--- src/cts_pkg.sv ---
package cts_pkg;

  // Operation codes of an input word
  typedef enum logic [1:0] {
    OP_ADD  = 2'd0,
    OP_DEL  = 2'd1,
    OP_TICK = 2'd2,
    OP_DISP = 2'd3
  } op_t;

  // Status codes of a result word
  localparam logic [1:0] ST_OK   = 2'd0;
  localparam logic [1:0] ST_FULL = 2'd1;
  localparam logic [1:0] ST_BAD  = 2'd2;
  localparam logic [1:0] ST_NONE = 2'd3;

  localparam int TAG_W    = 8;
  localparam int TIME_W   = 16;
  localparam int PEND_W   = 8;
  localparam int SLOT_W   = 4;
  localparam int IDX_W    = 4;

  // Dispatch emits at most this many words per item
  localparam int RESULT_LIMIT = 16;
  localparam int NCNT_W       = $clog2(RESULT_LIMIT + 1);

  localparam logic [PEND_W-1:0] PEND_MAX = {PEND_W{1'b1}};

  typedef struct packed {
    logic [TAG_W-1:0]  tag;
    logic [TIME_W-1:0] delay;
    logic [TIME_W-1:0] period;
    logic [PEND_W-1:0] pend;
  } slot_data_t;

  typedef struct packed {
    logic       valid;
    slot_data_t data;
  } slot_t;

  // Control handed from the sequencer to the head unit
  typedef struct packed {
    op_t               op;
    logic              add_done;
    logic              del_hit;
    logic              disp_allow;
    logic [TAG_W-1:0]  tag;
    logic [TIME_W-1:0] delay;
    logic [TIME_W-1:0] period;
  } head_ctl_t;

endpackage

--- src/cts_cell.sv ---
module cts_cell
  import cts_pkg::*;
(
  input  logic  clk,
  input  logic  rst_n,
  input  logic  shift_en,
  input  slot_t d_in,
  output slot_t q
);

  logic       valid_r;
  slot_data_t data_r;

  // Take the neighbor's slot on every shift
  always_ff @(posedge clk) begin
    if (!rst_n) begin
      valid_r <= 1'b0;
    end else if (shift_en) begin
      valid_r <= d_in.valid;
    end
  end

  always_ff @(posedge clk) begin
    if (shift_en) begin
      data_r <= d_in.data;
    end
  end

  assign q.valid = valid_r;
  assign q.data  = data_r;

endmodule

--- src/cts_head.sv ---
module cts_head
  import cts_pkg::*;
(
  input  slot_t     slot_in,
  input  head_ctl_t ctl,
  output slot_t     slot_out,
  output logic      hit
);

  always_comb begin
    slot_out = slot_in;
    hit      = 1'b0;
    case (ctl.op)
      OP_ADD: begin
        if (!slot_in.valid && !ctl.add_done) begin
          hit                  = 1'b1;
          slot_out.valid       = 1'b1;
          slot_out.data.tag    = ctl.tag;
          slot_out.data.delay  = ctl.delay;
          slot_out.data.period = ctl.period;
          slot_out.data.pend   = '0;
        end
      end
      OP_DEL: begin
        if (slot_in.valid && ctl.del_hit) begin
          hit      = 1'b1;
          slot_out = '0;
        end
      end
      OP_TICK: begin
        if (slot_in.valid) begin
          if (slot_in.data.delay == '0) begin
            if (slot_in.data.pend != PEND_MAX) begin
              slot_out.data.pend = slot_in.data.pend + 1'b1;
            end
            slot_out.data.delay = slot_in.data.period;
          end else begin
            slot_out.data.delay = slot_in.data.delay - 1'b1;
          end
        end
      end
      OP_DISP: begin
        if (slot_in.valid && slot_in.data.pend != '0 && ctl.disp_allow) begin
          hit                = 1'b1;
          slot_out.data.pend = slot_in.data.pend - 1'b1;
          // one-shot task: free the slot
          if (slot_in.data.period == '0) begin
            slot_out = '0;
          end
        end
      end
      default: begin
        slot_out = slot_in;
      end
    endcase
  end

endmodule

--- src/cooperative_task_scheduler.sv ---
// Cooperative task scheduler. The task table lives in a ring of MAX_TASKS
// slot cells. Every command (add, delete, tick, dispatch) turns the ring once:
// each cycle the slot at the head passes through one update unit and moves to
// the tail. The pass (S_RUN) is followed by the S_DONE state, which forms
// the closing word; busy is high through both and start is taken only while
// busy is low. The closing word shows in the cycle right after S_DONE, when
// busy is already low. Every result word is shown for exactly one cycle with
// out_valid high, and the receiver cannot stall: capture it in that cycle or
// lose it. Add, delete and tick give one word at the end of the pass.
// Dispatch gives one word per ready slot in slot order (up to 16); each is
// held until the head unit finds the next ready slot or the pass ends, with
// out_last set on the final word; when nothing is ready it gives one word
// with status "nothing ready". The slot field carries the low four bits of
// the slot number.
module cooperative_task_scheduler
  import cts_pkg::*;
#(
  parameter int MAX_TASKS = 16
) (
  input  logic              clk,
  input  logic              rst_n,
  input  logic              start,
  output logic              busy,
  input  logic [1:0]        in_opcode,
  input  logic [TAG_W-1:0]  in_task_tag,
  input  logic [TIME_W-1:0] in_first_delay,
  input  logic [TIME_W-1:0] in_repeat_period,
  input  logic [IDX_W-1:0]  in_slot_index,
  output logic              out_valid,
  output logic [1:0]        out_status,
  output logic [SLOT_W-1:0] out_slot,
  output logic [TAG_W-1:0]  out_run_tag,
  output logic              out_last
);

  localparam int CW = (MAX_TASKS > 1) ? $clog2(MAX_TASKS) : 1;
  localparam logic [CW-1:0] CNT_END = CW'(MAX_TASKS - 1);

  typedef enum logic [2:0] {
    S_IDLE = 3'b001,
    S_RUN  = 3'b010,
    S_DONE = 3'b100
  } state_t;

  state_t state_r, state_nxt;

  // latched command word
  op_t               op_r;
  logic [TAG_W-1:0]  tag_r;
  logic [TIME_W-1:0] delay_r;
  logic [TIME_W-1:0] period_r;
  logic [IDX_W-1:0]  idx_r;

  logic [CW-1:0]     cnt_r;
  logic              add_done_r;
  logic [CW-1:0]     add_slot_r;
  logic              del_ok_r;
  logic [NCNT_W-1:0] n_r;

  // dispatch word held back until we know whether it is the last one
  logic              hold_v_r;
  logic [CW-1:0]     hold_slot_r;
  logic [TAG_W-1:0]  hold_tag_r;

  logic              out_valid_r;
  logic [1:0]        out_status_r;
  logic [SLOT_W-1:0] out_slot_r;
  logic [TAG_W-1:0]  out_run_tag_r;
  logic              out_last_r;

  slot_t     ring_q [MAX_TASKS];
  slot_t     head_out;
  head_ctl_t ctl;
  logic      hit;
  logic      shift_en;
  logic      accept;

  logic [CW+SLOT_W-1:0] cnt_ext;
  logic [CW+SLOT_W-1:0] idx_ext;
  logic [CW+SLOT_W-1:0] add_ext;
  logic [CW+SLOT_W-1:0] hold_ext;

  assign accept   = start && (state_r == S_IDLE);
  assign busy     = (state_r != S_IDLE);
  assign shift_en = (state_r == S_RUN);

  // widen both sides so any table size compares and truncates cleanly
  assign cnt_ext  = {{SLOT_W{1'b0}}, cnt_r};
  assign idx_ext  = {{CW{1'b0}}, idx_r};
  assign add_ext  = {{SLOT_W{1'b0}}, add_slot_r};
  assign hold_ext = {{SLOT_W{1'b0}}, hold_slot_r};

  // ---------------------------------------------------------------------
  // Ring of slot cells: each shifts toward the head, tail takes head result
  // ---------------------------------------------------------------------
  genvar gi;
  generate
    for (gi = 0; gi < MAX_TASKS; gi++) begin : g_ring
      slot_t cell_d;
      if (gi == MAX_TASKS - 1) begin : g_tail
        assign cell_d = head_out;
      end else begin : g_mid
        assign cell_d = ring_q[gi+1];
      end
      cts_cell u_cell (
        .clk      (clk),
        .rst_n    (rst_n),
        .shift_en (shift_en),
        .d_in     (cell_d),
        .q        (ring_q[gi])
      );
    end
  endgenerate

  always_comb begin
    ctl.op         = op_r;
    ctl.add_done   = add_done_r;
    ctl.del_hit    = (cnt_ext == idx_ext);
    ctl.disp_allow = (n_r < NCNT_W'(RESULT_LIMIT));
    ctl.tag        = tag_r;
    ctl.delay      = delay_r;
    ctl.period     = period_r;
  end

  cts_head u_head (
    .slot_in  (ring_q[0]),
    .ctl      (ctl),
    .slot_out (head_out),
    .hit      (hit)
  );

  // ---------------------------------------------------------------------
  // Sequencer
  // ---------------------------------------------------------------------
  always_comb begin
    state_nxt = state_r;
    case (state_r)
      S_IDLE: begin
        if (start) begin
          state_nxt = S_RUN;
        end
      end
      S_RUN: begin
        if (cnt_r == CNT_END) begin
          state_nxt = S_DONE;
        end
      end
      S_DONE: begin
        state_nxt = S_IDLE;
      end
      default: begin
        state_nxt = S_IDLE;
      end
    endcase
  end

  always_ff @(posedge clk) begin
    if (!rst_n) begin
      state_r     <= S_IDLE;
      out_valid_r <= 1'b0;
    end else begin
      state_r     <= state_nxt;
      out_valid_r <= 1'b0;
      if (state_r == S_RUN && op_r == OP_DISP && hit && hold_v_r) begin
        // a later ready slot exists: release the held word as not last
        out_valid_r <= 1'b1;
      end else if (state_r == S_DONE) begin
        out_valid_r <= 1'b1;
      end
    end
  end

  // Latch the command word on accept
  always_ff @(posedge clk) begin
    if (accept) begin
      op_r     <= op_t'(in_opcode);
      tag_r    <= in_task_tag;
      delay_r  <= in_first_delay;
      period_r <= in_repeat_period;
      idx_r    <= in_slot_index;
    end
  end

  // Per-pass bookkeeping
  always_ff @(posedge clk) begin
    if (!rst_n) begin
      cnt_r      <= '0;
      add_done_r <= 1'b0;
      del_ok_r   <= 1'b0;
      n_r        <= '0;
      hold_v_r   <= 1'b0;
    end else if (accept) begin
      cnt_r      <= '0;
      add_done_r <= 1'b0;
      del_ok_r   <= 1'b0;
      n_r        <= '0;
      hold_v_r   <= 1'b0;
    end else if (state_r == S_RUN) begin
      cnt_r <= (cnt_r == CNT_END) ? '0 : cnt_r + 1'b1;
      if (hit) begin
        case (op_r)
          OP_ADD: begin
            add_done_r <= 1'b1;
          end
          OP_DEL: begin
            del_ok_r <= 1'b1;
          end
          OP_DISP: begin
            hold_v_r <= 1'b1;
            n_r      <= n_r + 1'b1;
          end
          default: begin
            del_ok_r <= del_ok_r;
          end
        endcase
      end
    end
  end

  always_ff @(posedge clk) begin
    if (state_r == S_RUN && hit) begin
      if (op_r == OP_ADD) begin
        add_slot_r <= cnt_r;
      end
      if (op_r == OP_DISP) begin
        hold_slot_r <= cnt_r;
        hold_tag_r  <= ring_q[0].data.tag;
      end
    end
  end

  // Result word payload
  always_ff @(posedge clk) begin
    if (state_r == S_RUN && op_r == OP_DISP && hit && hold_v_r) begin
      out_status_r  <= ST_OK;
      out_slot_r    <= hold_ext[SLOT_W-1:0];
      out_run_tag_r <= hold_tag_r;
      out_last_r    <= 1'b0;
    end else if (state_r == S_DONE) begin
      out_last_r    <= 1'b1;
      out_run_tag_r <= '0;
      out_slot_r    <= '0;
      out_status_r  <= ST_OK;
      case (op_r)
        OP_ADD: begin
          if (add_done_r) begin
            out_slot_r <= add_ext[SLOT_W-1:0];
          end else begin
            out_status_r <= ST_FULL;
          end
        end
        OP_DEL: begin
          out_slot_r   <= idx_r;
          out_status_r <= del_ok_r ? ST_OK : ST_BAD;
        end
        OP_TICK: begin
          out_status_r <= ST_OK;
        end
        OP_DISP: begin
          if (hold_v_r) begin
            out_slot_r    <= hold_ext[SLOT_W-1:0];
            out_run_tag_r <= hold_tag_r;
          end else begin
            out_status_r <= ST_NONE;
          end
        end
        default: begin
          out_status_r <= ST_OK;
        end
      endcase
    end
  end

  assign out_valid   = out_valid_r;
  assign out_status  = out_status_r;
  assign out_slot    = out_slot_r;
  assign out_run_tag = out_run_tag_r;
  assign out_last    = out_last_r;

endmodule
--- config.mk ---
export PLATFORM = sky130hd
export DESIGN_NAME = cooperative_task_scheduler
export DESIGN_NICKNAME = d
export VERILOG_FILES = /design/src/cts_pkg.sv /design/src/cts_cell.sv /design/src/cts_head.sv /design/src/cooperative_task_scheduler.sv
export SDC_FILE = /design/constraint.sdc
export NUM_CORES = 1
export LEC_CHECK = 0
export BUFFER_PORTS_ARGS = -buffer_cell sky130_fd_sc_hd__buf_2
export CORE_UTILIZATION = 50
export CTS_CLUSTER_SIZE = 25
export DETAILED_ROUTE_END_ITERATION = 6
export PLACE_DENSITY = 0.8
export SLEW_MARGIN = 25
export SYNTH_ARGS = -nofsm -noshare
export SYNTH_HDL_FRONTEND = slang
export SYNTH_SLANG_ARGS = --single-unit
--- constraint.sdc ---
create_clock -name clk -period 20.9 [get_ports clk]
set_clock_uncertainty 0.1 [all_clocks]
set_input_delay 2.09 -clock clk [delete_from_list [all_inputs] [get_ports clk]]
set_output_delay 2.09 -clock clk [all_outputs]
set_load 0.02 [all_outputs]
# After elaboration in Yosys (flattened, before gate mapping)
# Cells that the tools add are included.
op_classes:
  addsub: 5
  magnitude_cmp: 1
  n_eq_ne: 12
  n_mux: 36
  bitwise_logic: 1
  n_reduce_logical: 23
ops:
  columns: ["cell", "count"]
  rows:
  - ["49-bit two-way mux", 4]
  - ["16-bit case mux with 4 select lines", 1]
  - ["8-bit two-way mux", 7]
  - ["16-bit case mux with 3 select lines", 1]
  - ["16-bit zero test", 2]
  - ["16-bit two-way mux", 2]
  - ["8-bit case mux with 4 select lines", 1]
  - ["9-bit case mux with 3 select lines", 1]
  - ["4-bit two-way mux", 5]
  - ["16-bit by 1-bit subtractor with 16-bit output (second input constant)", 1]
  - ["4-bit case mux with 3 select lines", 1]
  - ["1-bit logical AND", 9]
  - ["3-bit AND reduction", 3]
  - ["8-bit by 1-bit adder with 8-bit output (second input constant)", 1]
  - ["8-bit != test (second input constant)", 1]
  - ["2-bit case mux with 4 select lines", 1]
  - ["8-bit nonzero test", 1]
  - ["8-bit by 1-bit subtractor with 8-bit output (second input constant)", 1]
  - ["1-bit two-way mux", 6]
  - ["3-bit two-way mux", 2]
  - ["3-bit case mux with 2 select lines", 1]
  - ["2-bit AND reduction", 3]
  - ["5-bit by 1-bit adder with 5-bit output (second input constant)", 1]
  - ["5-bit < comparator (second input constant)", 1]
  - ["17 further kinds", 21]
totals:
  ff_bits: 877
  input_bits: 49
  wordCells: 177

# Depth between registers and ports, before layout
# Gate-level depths: netlist (run 1).
depth:
  depth_word: 8
  mapped_depth: 11
  depth_no_buf: 8

# Cells and area by module
# A second synthesis (run 1) with hierarchy kept.
unflattened:
  cells_unflattened: 1370
  area_unflattened_um2: 29221.8
modules_own_cells:
  columns: ["mod", "n_inst", "cells_per_inst", "area_each_um2", "seq_area_each_um2"]
  rows:
  - ["cts_cell", 16, 52, 1485.2, 1461.4]
  - ["cooperative_task_scheduler", 1, 197, 3220.6, 2602.5]
  - ["cts_head", 1, 341, 2238.4, 0.0]

# Worst setup path before layout (run 1)
# No wires, ideal clock.
synth_timing:
  path_kind: "register to register"
  from: "register state_r[2]"
  to: "register g_ring[0].u_cell.data_r (netlist bit g_ring[0].u_cell.q[0]), enable pin"
  arrival_ns: 21.635
  t_required_ns: 19.369
  setup_slack_ns: -2.265
  path_stages_with_launch: 4
  n_path_buf: 1
  path_cell_list: "dfxtp_1 -> or3_1 -> inv_1 -> buf_1"
synth_via:
  elab_chain_cells: 1
synth_lines:
  columns: ["element", "line", "text"]
  rows:
  - ["from (decl)", "cooperative_task_scheduler.sv:45", "state_t state_r, state_nxt;"]
  - ["from (signal assigned)", "cooperative_task_scheduler.sv:162", "state_r <= state_nxt;"]
  - ["3-bit by 2-bit equality test with 1-bit output", "cooperative_task_scheduler.sv:85", "assign shift_en = (state_r == S_RUN);"]
  - ["to (signal assigned)", "cts_cell.sv:25", "data_r <= d_in.data;"]
  - ["to (decl)", "cts_cell.sv:12", "slot_data_t data_r;"]
# Every way passes these cells.
# A chain may end at the register's enable or synchronous reset.

# Worst setup path in the final report (run 1)
layout_timing:
  from: "register state_r[2]"
  to: "register g_ring[2].u_cell.data_r (netlist bit g_ring[2].u_cell.q[38]), enable pin"
layout_via:
  elab_chain_cells: 1
layout_lines:
  columns: ["element", "line"]
  rows:
  - ["3-bit by 2-bit equality test with 1-bit output", "cooperative_task_scheduler.sv:85"]
  - ["to (signal assigned)", "cts_cell.sv:25"]
  - ["to (decl)", "cts_cell.sv:12"]
# Every way passes these cells.

==> results.tsv, run 1 <==
stage	metric	value	unit
detailed_routing	ant_nets	0	
clocking	post_cts_resized	0	
detailed_routing	wirelength_met1	19.7	mm
clocking	postCtsSetupBuffers	0	
detailed_routing	drt_iter0_drc	1254	
synthesis	synth_edf_count	842	
synthesis	synth.distinct_cells	69	
detailed_routing	wl_per_cell	20.3	um
layout	fin_nets	1524	
clocking	clockBufferDepth	3	
synthesis	ys.flop_type	edfxtp_1	
synthesis	syn_area_per_cell	21.5	um2
placed_design	place_congestion	0.903	
synthesis	syn_area	28700	um2
floorplan	dieHeight	242	um
synthesis	synthCells	1339	
run	cap_viol_max_count	0	
clocking	path_clk_slew	0.06	ns
clocking	htree_levels	3	
timing	fin_crit_sh	24.7	%
timing	setup_viol	0	
setup_path	cp_slowest_cell	buf_4	
timing	rsz0062_at_grt	false	
timing	fin_crit	5.17	ns
setup_path	cp.arrival	5.29	ns
floorplan	die_x	242	um
setup_path	path_max_fanout	179	
timing	worst_pin_slew	1.02	ns
power_and_ir_drop	power_leakage	0.0104	uW
synthesis	yosysWarnings	0	
setup_path	worstSetupEndpointType	register	
run_status	outcome	complete, no violations	
global_routing	grt_usage	15.9	%
floorplan	rows	87	
synthesis	synth.net_count	1395	
global_routing	grt_pass1_wl	70.6	mm
detailed_routing	drc	0	
synthesis	synth_top_cell_area_share	87.9	%
detailed_routing	num_vias	12459	
power_and_ir_drop	ir_worst_vdd	86.3	uV
floorplan	pin_count	66	
clocking	cts_tree	built	
synthesis	yosysTopAreaCell	edfxtp_1	
layout	mostFrequentLayoutCell	edfxtp_1	
timing	setup_tns	0	ns
synthesis	ys_seq_area_share	90.4	%
layout	final_cell_mix	842 x edfxtp_1, 88 x nand2_1, 81 x clkbuf_16, 65 x buf_2, 49 x nor2_1	
layout	area_delta_synth_final	13.2	%
placed_design	dpl_cell_area	30000	um2
floorplan	start_util	50.8	%
timing	max_slew_margin	31.8	%
timing	finalMaxSlewViolations	0	
setup_path	cp_data_required_time	21.03	ns
global_routing	grt_pass1_vias	12281	
detailed_routing	firstDrtPassIters	5	
synthesis	yosys-top-cells-area	edfxtp_1 88%, dfxtp_1 2.4%, nand2_1 1.1%	
timing	max_freq	194	MHz
timing	hold_viol_final	0	
setup_path	cpMostUsedCell	buf_4	
detailed_routing	met3_length	3.46	mm
clocking	insertion_delay	0.62	ns
global_routing	grt_start_max_net_pins	190	
setup_path	crit_chain	or3_1 > clkinv_8 > buf_4 > buf_4 > buf_4	
floorplan	dieArea	58500	um2
detailed_routing	top_layer	met5	
worst_hold_path	hp-class	register to register	
synthesis	ys_ff_latch	877	
synthesis	async_reset_ff_share	0	%
clocking	cts_root_buffer	clkbuf_16	
floorplan	core	56600	um2
placed_design	io_buffer_count	65	
clocking	clock-sinks	877	
layout	post_route_cells_drive_above_1_share	13.7	%
detailed_routing	drt_wl_total	46.5	mm
global_routing	grt_overflow	0	
detailed_routing	wl_met2	21.9	mm
setup_path	path_class	register to register	
clocking	postCtsHoldBufs	0	
placed_design	hpwl	25.6	mm
setup_path	cp_slowest_stage_delay	0.94	ns
detailed_routing	vias_per_cell	5.45	
layout	fin_area	32500	um2
timing	fin_hold_ws	0.309	ns
setup_path	worst_setup_path_start_kind	register	
clocking	cts_buffers	79	
global_routing	antenna_found_initial	1	
layout	antenna_cells_inserted	0	
power_and_ir_drop	powerDensity	106	nW/um2
==> cells in the mapped netlist, types with 6 or more instances <==
library cell / n
a21boi_0: 15
a21oi_1: 30
a22o_1: 18
a31oi_1: 8
a32oi_1: 7
and2_1: 11
clkbuf_1: 14
dfxtp_1: 35
edfxtp_1: 842
ha_1: 7
inv_1: 11
mux2i_1: 6
nand2_1: 88
nand3_1: 23
nand4_1: 7
nor2_1: 51
nor3_1: 12
nor4_1: 7
o211ai_1: 6
o21ai_0: 30
or3_1: 6
xor2_1: 8
==> where the power goes <==
part	internal, uW	switching, uW	leakage, uW
Sequential	1950	13.8	0.00790
Clock	823	600	0.00124
Combinational	14.1	36.9	0.00121
==> sequential cells by signal (all words and copies together), names as in the netlist <==
name,flops
add_done_r,1
add_slot_r,4
cnt_r,4
del_ok_r,1
delay_r,16
g_ring.u_cell.q,768
g_ring.u_cell.valid_r,16
hold_slot_r,4
hold_tag_r,8
hold_v_r,1
idx_r,4
n_r,5
op_r,2
out_last,1
out_run_tag,8
out_slot,4
out_status,2
out_valid,1
period_r,16
state_r,3
tag_r,8
==> through the flow <==
stage | power [uW] | setup slack (ns) | util (%) | cells
after global placement | 2040 | 15.76 | 52.9 | 2143
after detailed placement | 2050 | 15.49 | 52.9 | 2143
after global routing | 3530 | 15.46 | 57.5 | 2288
after CTS | 3470 | 15.56 | 57.5 | 2288
after floorplan | 2050 | 0.282 | - | 1339
final | 3430 | 15.73 | 57.5 | 2288
==> kinds of logic (layout without fill, tap and decap cells) <==
| logic type | after synthesis | count (layout) | synth area share [%] |
|---|---|---|---|
| AOI/OAI and AO/OA | 154 | 154 | 3.80 |
| xor gates and xnor gates | 10 | 10 | 0.305 |
| adders and majority gates | 7 | 7 | 0.305 |
| buffers and inverters | 42 | 235 | 0.814 |
| DFF | 877 | 877 | 90.4 |
| muxes | 9 | 9 | 0.326 |
| and+or+nand+nor | 240 | 240 | 4.07 |
==> final cells by class <==
class | instances | area (um2)
clock buffer | 96 | 2080
clock inverter | 49 | 472
fill | 3932 | 24100
inverter | 12 | 57.6
multi-input combinational | 420 | 2550
sequential | 877 | 26000
tap | 756 | 946
timing repair buffer | 78 | 443
==> per-layer routing <==
metal / up-vias / GRT usage [%]
met5: - / 0
li1: 5535 / -
met1: 6230 / 21.7
met3: 120 / 4.18
met4: 2 / 6.18
met2: 572 / 24.7
==> final timing paths <==
path	startpoint	to	slack, ns	depth (start not counted)
worst min register to register	g_ring[3].u_cell.q[10]	g_ring[2].u_cell.q[10]	0.31	0
worst min-delay path	g_ring[3].u_cell.q[10]	g_ring[2].u_cell.q[10]	0.31	0
worst max register to register	state_r[2]	g_ring[2].u_cell.q[38]	15.73	5
worst max-delay path	state_r[2]	g_ring[2].u_cell.q[38]	15.73	5
==> critical path, delay by kind of cell, from the launching register on <==
family,cells,cell delay (ns)
buffers and inverters,4,3.36
AND/OR/NAND/NOR,1,0.76
flip-flops,1,0.37
(Power assumes the default switching activity.)
==> run 2: changes to the inputs <==
- ABC_AREA: default -> 1
- PLACE_DENSITY: 0.8 -> 0.77
- clock period: 20.9 -> 5.1 ns (I/O delays scaled with it)
==> results.tsv, run 2 <==
stage	metric	value	unit
detailed_routing	firstDrtPassIters	6	
floorplan	dieArea	59200	um2
layout	area_delta_synth_final	15.3	%
synthesis	syn_area_per_cell	19.0	um2
layout	final_cell_mix	842 x edfxtp_1, 238 x nand2_1, 82 x clkbuf_16, 71 x nor2_1, 65 x buf_2	
layout	fin_nets	1774	
synthesis	syn_area	29100	um2
power_and_ir_drop	swShare	20.1	%
setup_path	path_max_fanout	56	
power_and_ir_drop	powerDensity	436	nW/um2
timing	worst_pin_slew	0.982	ns
floorplan	dieHeight	243	um
worst_hold_path	hp-start	rst_n	
placed_design	dp_slack	1.85	ns
global_routing	grt_usage	17.2	%
global_routing	antenna_found_initial	0	
timing	max_freq	305	MHz
clocking	cts_tree	built	
setup_path	worst_r2r_endpoint	out_run_tag[4]	
layout	mostFrequentLayoutCell	edfxtp_1	
clocking	post_cts_resized	0	
floorplan	core	57600	um2
global_routing	grt_pass1_vias	13285	
clocking	clock-sinks	877	
floorplan	rows	88	
worst_hold_path	holdPathEnd	state_r[0]	
worst_hold_path	hp-class	input port to register	
synthesis	synth_edf_count	842	
layout	antenna_cells_inserted	0	
clocking	htree_levels	3	
global_routing	grt_pass1_wl	77.1	mm
setup_path	path_class	register to register	
synthesis	ys_seq_area_share	89.2	%
setup_path	worst_setup_path_start_kind	register	
setup_path	critPathLaunch	state_r[2]	
detailed_routing	drt_iter0_drc	1269	
detailed_routing	drc	0	
power_and_ir_drop	p_switching	2940	uW
setup_path	rr_worst_depth	7	
timing	rsz0062_at_grt	false	
placed_design	place_congestion	0.855	
power_and_ir_drop	p_clk_share	41.3	%
synthesis	synthCells	1535	
run_status	outcome	complete, no violations	
timing	worst_slack	1.82	ns
timing	fin_crit_sh	64.3	%
clocking	postCtsSetupBuffers	0	
detailed_routing	vias_per_cell	5.21	
timing	finalMaxSlewViolations	0	
timing	fin_crit	3.28	ns
synthesis	synth_top_cell_area_share	86.8	%
power_and_ir_drop	power_frac_seq	56.0	%
detailed_routing	drt_wl_total	49.7	mm
setup_path	r2r_start	state_r[2]	
global_routing	grt_overflow	0	
floorplan	die_x	243	um
clocking	path_clk_slew	0.06	ns
floorplan	start_util	50.6	%
layout	post_route_cells_drive_above_1_share	12.9	%
synthesis	yosysWarnings	0	
clocking	insertion_delay	0.63	ns
setup_path	cp.arrival	3.44	ns
synthesis	ys.flop_type	edfxtp_1	
timing	fin_hold_ws	0.0621	ns
power_and_ir_drop	ir_worst_vdd	355	uV
detailed_routing	num_vias	13252	
synthesis	yosys-top-cells-area	edfxtp_1 87%, nand2_1 3.1%, dfxtp_1 2.4%	
power_and_ir_drop	intPower	11700	uW
clocking	postCtsHoldBufs	46	
detailed_routing	ant_nets	0	
layout	largest_reg_flops	768	
worst_hold_path	holdPathStages	2	
placed_design	io_buffer_count	65	
setup_path	cp_data_required_time	5.26	ns
synthesis	async_reset_ff_share	0	%
clocking	cts_buffers	81	
synthesis	synth.distinct_cells	38	
setup_path	worstSetupEndpointType	register	
global_routing	grt_start_max_net_pins	199	
placed_design	place_inst	2354	
timing	setup_viol	0	
timing	setup_tns	0	ns
clocking	cts_root_buffer	clkbuf_16	
synthesis	ys_ff_latch	877	
placed_design	hpwl	27.2	mm
clocking	clockBufferDepth	3	
power_and_ir_drop	power.total	14600	uW
layout	num-fill-cells	3983	
power_and_ir_drop	combPwrFrac	2.7	%
timing	max_slew_margin	34.6	%
layout	fin_cells	2544	
setup_path	r2r_slack	1.82	ns
run	cap_viol_max_count	0	
power_and_ir_drop	power_leakage	0.0111	uW
synthesis	yosysTopAreaCell	edfxtp_1	
timing	hold_viol_final	0	
detailed_routing	wl_per_cell	19.6	um
synthesis	synthTopCellsByCount	842 x edfxtp_1, 238 x nand2_1, 72 x nor2_1	
synthesis	synth.net_count	1591	
floorplan	pin_count	66	
synthesis	yosysMostFrequentCell	edfxtp_1	
==> run 2: power groups by stage <==
stage / combinational [uW] / clock, uW / sequential (uW)
CTS: 395 / 6170 / 8190
finish: 398 / 6050 / 8190
global route: 436 / 6470 / 8200
detailed placement: 368 / 0 / 8330
floorplan: 235 / 0 / 8320
global placement: 354 / 0 / 8330
==> run 2: worst max-delay path: stages (launching register included) <==
cell	delay (ns)
dfxtp_1	0.33
inv_1	0.08
nand3_1	0.67
inv_8	0.65
nand2_2	0.20
inv_2	0.31
nand2_1	0.15
nand2_1	0.40
==> run 2: stage by stage <==
step	area [um2]	util, %
detailed placement	30400	52.9
finish	33600	58.3
global placement	30400	52.9
CTS	33600	58.3
global route	33600	58.3
floorplan	29100	-
==> run 2: worst max-delay path by stage <==
stage / end / slack [ns] / cells past startpoint
2_1_floorplan: g_ring[0].u_cell.q[0] / 0.25 / 4
3_3_place_gp: state_r[2] / 1.98 / 7
3_5_place_dp: cnt_r[0] / 1.85 / 6
4_1_cts: cnt_r[0] / 1.82 / 6
5_1_grt: out_run_tag[5] / 1.55 / 7
6_report: out_run_tag[4] / 1.82 / 7
==> run 2: kinds of logic (layout without fill, tap and decap cells) <==
kind of cell / after synthesis / count (layout) / synth area share, %
adder cells (fa/ha/maj): 7 / 7 / 0.301
AO/OA/AOI/OAI: 117 / 117 / 2.38
XOR/XNOR: 8 / 8 / 0.241
buffers and inverters: 95 / 339 / 1.30
flip-flops: 877 / 877 / 89.2
AND/OR/NAND/NOR: 431 / 431 / 6.56
==> run 2: cell type report <==
type	instances	area [um2]	area share, %
inverter	71	277	0.823
timing repair buffer	124	921	2.74
multi-input combinational	563	2760	8.23
clock buffer	106	2200	6.56
sequential	877	26000	77.4
clock inverter	38	487	1.45
tap	765	957	2.85
==> run 2: per-layer routing <==
| layer | GRT usage, % | vias up | part of all wire, % |
|---|---|---|---|
| met5 | 0 | - | 0 |
| met4 | 5.96 | 0 | 2.6 |
| met3 | 4.02 | 108 | 5.9 |
| met2 | 26.2 | 451 | 47 |
| met1 | 24.4 | 6589 | 45 |
| li1 | - | 6104 | - |
==> run 3: changes to the inputs <==
- clock period: 5.1 -> 3.3 ns (I/O delays scaled with it)
==> results.tsv, run 3 (synthesis gave the netlist of run 2 again) <==
stage	metric	value	unit
clocking	htree_levels	3	
setup_path	crit_family	simple AND/OR/NAND/NOR gates	
layout	post_route_cells_drive_above_1_share	13.8	%
placed_design	dp_slack	0.353	ns
layout	fin_nets	1790	
setup_path	cpMostUsedCell	nand2_1	
timing	fin_crit	2.99	ns
layout	fin_cells	2567	
timing	fin_hold_ws	0.293	ns
setup_path	cp.arrival	3.28	ns
power_and_ir_drop	swShare	20.4	%
global_routing	grt_pass1_vias	13069	
placed_design	hpwl	27.8	mm
floorplan	dieHeight	243	um
detailed_routing	vias_per_cell	5.20	
run_status	outcome	complete, no violations	
timing	max_slew_margin	32.0	%
setup_path	cp_slowest_cell	edfxtp_1	
setup_path	cp_data_required_time	3.59	ns
global_routing	antenna_found_initial	6	
power_and_ir_drop	combPwrFrac	2.8	%
setup_path	crit_chain	nor2_1 > nand2_1 > nor2_1 > nand2_1 > nand2_1 > nand2_4 > nor2_8 > nand3_4 > nand2_1 > nand2_1	
layout	largest_reg_flops	768	
setup_path	cp_slowest_stage_delay	0.52	ns
detailed_routing	drt_wl_total	49.5	mm
clocking	cts_buffers	83	
clocking	cts_tree	built	
floorplan	die_x	243	um
power_and_ir_drop	powerDensity	673	nW/um2
worst_hold_path	hp-class	input port to register	
clocking	path_clk_slew	0.06	ns
floorplan	rows	88	
global_routing	grt_pass1_wl	75.3	mm
setup_path	path_class	register to register	
clocking	cts_root_buffer	clkbuf_16	
detailed_routing	firstDrtPassIters	7	
setup_path	path_max_fanout	24	
setup_path	critPathLaunch	g_ring[0].u_cell.q[16]	
setup_path	worst_setup_path_start_kind	register	
global_routing	grt_start_max_net_pins	210	
timing	setup_viol	0	
timing	worst_pin_slew	1.02	ns
run	cap_viol_max_count	0	
setup_path	r2r_start	g_ring[0].u_cell.q[16]	
floorplan	start_util	50.6	%
setup_path	path_buf_inv	0	
timing	setup_tns	0	ns
timing	worst_slack	0.305	ns
layout	final_cell_mix	842 x edfxtp_1, 238 x nand2_1, 83 x clkbuf_16, 71 x nor2_1, 65 x buf_2	
floorplan	pin_count	66	
layout	area_delta_synth_final	16.0	%
timing	fin_crit_sh	90.7	%
layout	mostFrequentLayoutCell	edfxtp_1	
floorplan	dieArea	59200	um2
detailed_routing	num_vias	13359	
placed_design	place_inst	2364	
clocking	clock-sinks	877	
clocking	insertion_delay	0.63	ns
setup_path	worstSetupEndpointType	register	
power_and_ir_drop	p_clk_share	41.6	%
power_and_ir_drop	power_frac_seq	55.5	%
detailed_routing	drc	0	
clocking	clockBufferDepth	3	
power_and_ir_drop	power_leakage	0.0112	uW
timing	rsz0062_at_grt	false	
detailed_routing	drt_iter0_drc	1585	
worst_hold_path	hp-start	in_repeat_period[12]	
detailed_routing	ant_nets	0	
detailed_routing	wl_per_cell	19.3	um
power_and_ir_drop	ir_worst_vdd	640	uV
global_routing	grt_overflow	0	
timing	finalMaxSlewViolations	0	
global_routing	grt_usage	17.0	%
power_and_ir_drop	p_switching	4640	uW
timing	max_freq	334	MHz
floorplan	core	57600	um2
power_and_ir_drop	intPower	18100	uW
placed_design	place_congestion	0.872	
placed_design	io_buffer_count	65	
timing	hold_viol_final	0	
[run 3: worst reg2reg max path: stages, from the launching register on]
cell and delay, ns:
edfxtp_1 0.52, nor2_1 0.26, nand2_1 0.10, nor2_1 0.19
nand2_1 0.25, nand2_1 0.20, nand2_4 0.12, nor2_8 0.22
nand3_4 0.40, nand2_1 0.29, nand2_1 0.09
[run 3: layer usage]
metal / GRT usage (%) / up-vias / share of wire [%]
met2: 25.3 / 470 / 45
met4: 7.33 / 0 / 3.6
met1: 23.7 / 6588 / 45
met5: 0 / - / 0
li1: - / 6170 / -
met3: 4.63 / 131 / 6.6
[run 3: repair_timing]
| item | in CTS | in global routing |
|---|---|---|
| hold buffers | 49 | 0 |
| setup endpoints to repair | 0 | 0 |
| endpoints found under the hold margin | 51 | 0 |
| resized for setup | 0 | 0 |
| buffers inserted | 0 | 0 |
[run 3: power groups by stage]
stage	clock network, uW	registers [uW]	logic, uW
6_report	9480	12600	645
5_1_grt	10100	12700	702
4_1_cts	9680	12600	637
3_5_place_dp	0	12900	591
3_3_place_gp	0	12900	572
2_1_floorplan	0	12800	367
[run 3: path summary, 6_finish.rpt]
check	endpoint	slack (ns)	cells past startpoint
worst max register to register	g_ring[15].u_cell.q[9]	0.31	10
worst max-delay path	g_ring[15].u_cell.q[9]	0.31	10
worst min-delay path	period_r[12]	0.29	2
worst min register to register	g_ring[5].u_cell.q[25]	0.31	0
[run 3: layout make-up]
type	count	area, um2
antenna	3	7.51
clock buffer	94	2140
clock inverter	56	602
fill	4048	23800
inverter	71	274
multi-input combinational	563	2760
sequential	877	26000
tap	765	957
timing repair buffer	138	1070
[run 3: metrics by stage]
step / area (um2) / utilization, % / total power, uW
global route: 33800 / 58.7 / 23500
CTS: 33800 / 58.6 / 23000
finish: 33800 / 58.7 / 22800
floorplan: 29200 / - / 13200
detailed placement: 30500 / 53.0 / 13500
global placement: 30500 / 53.0 / 13400
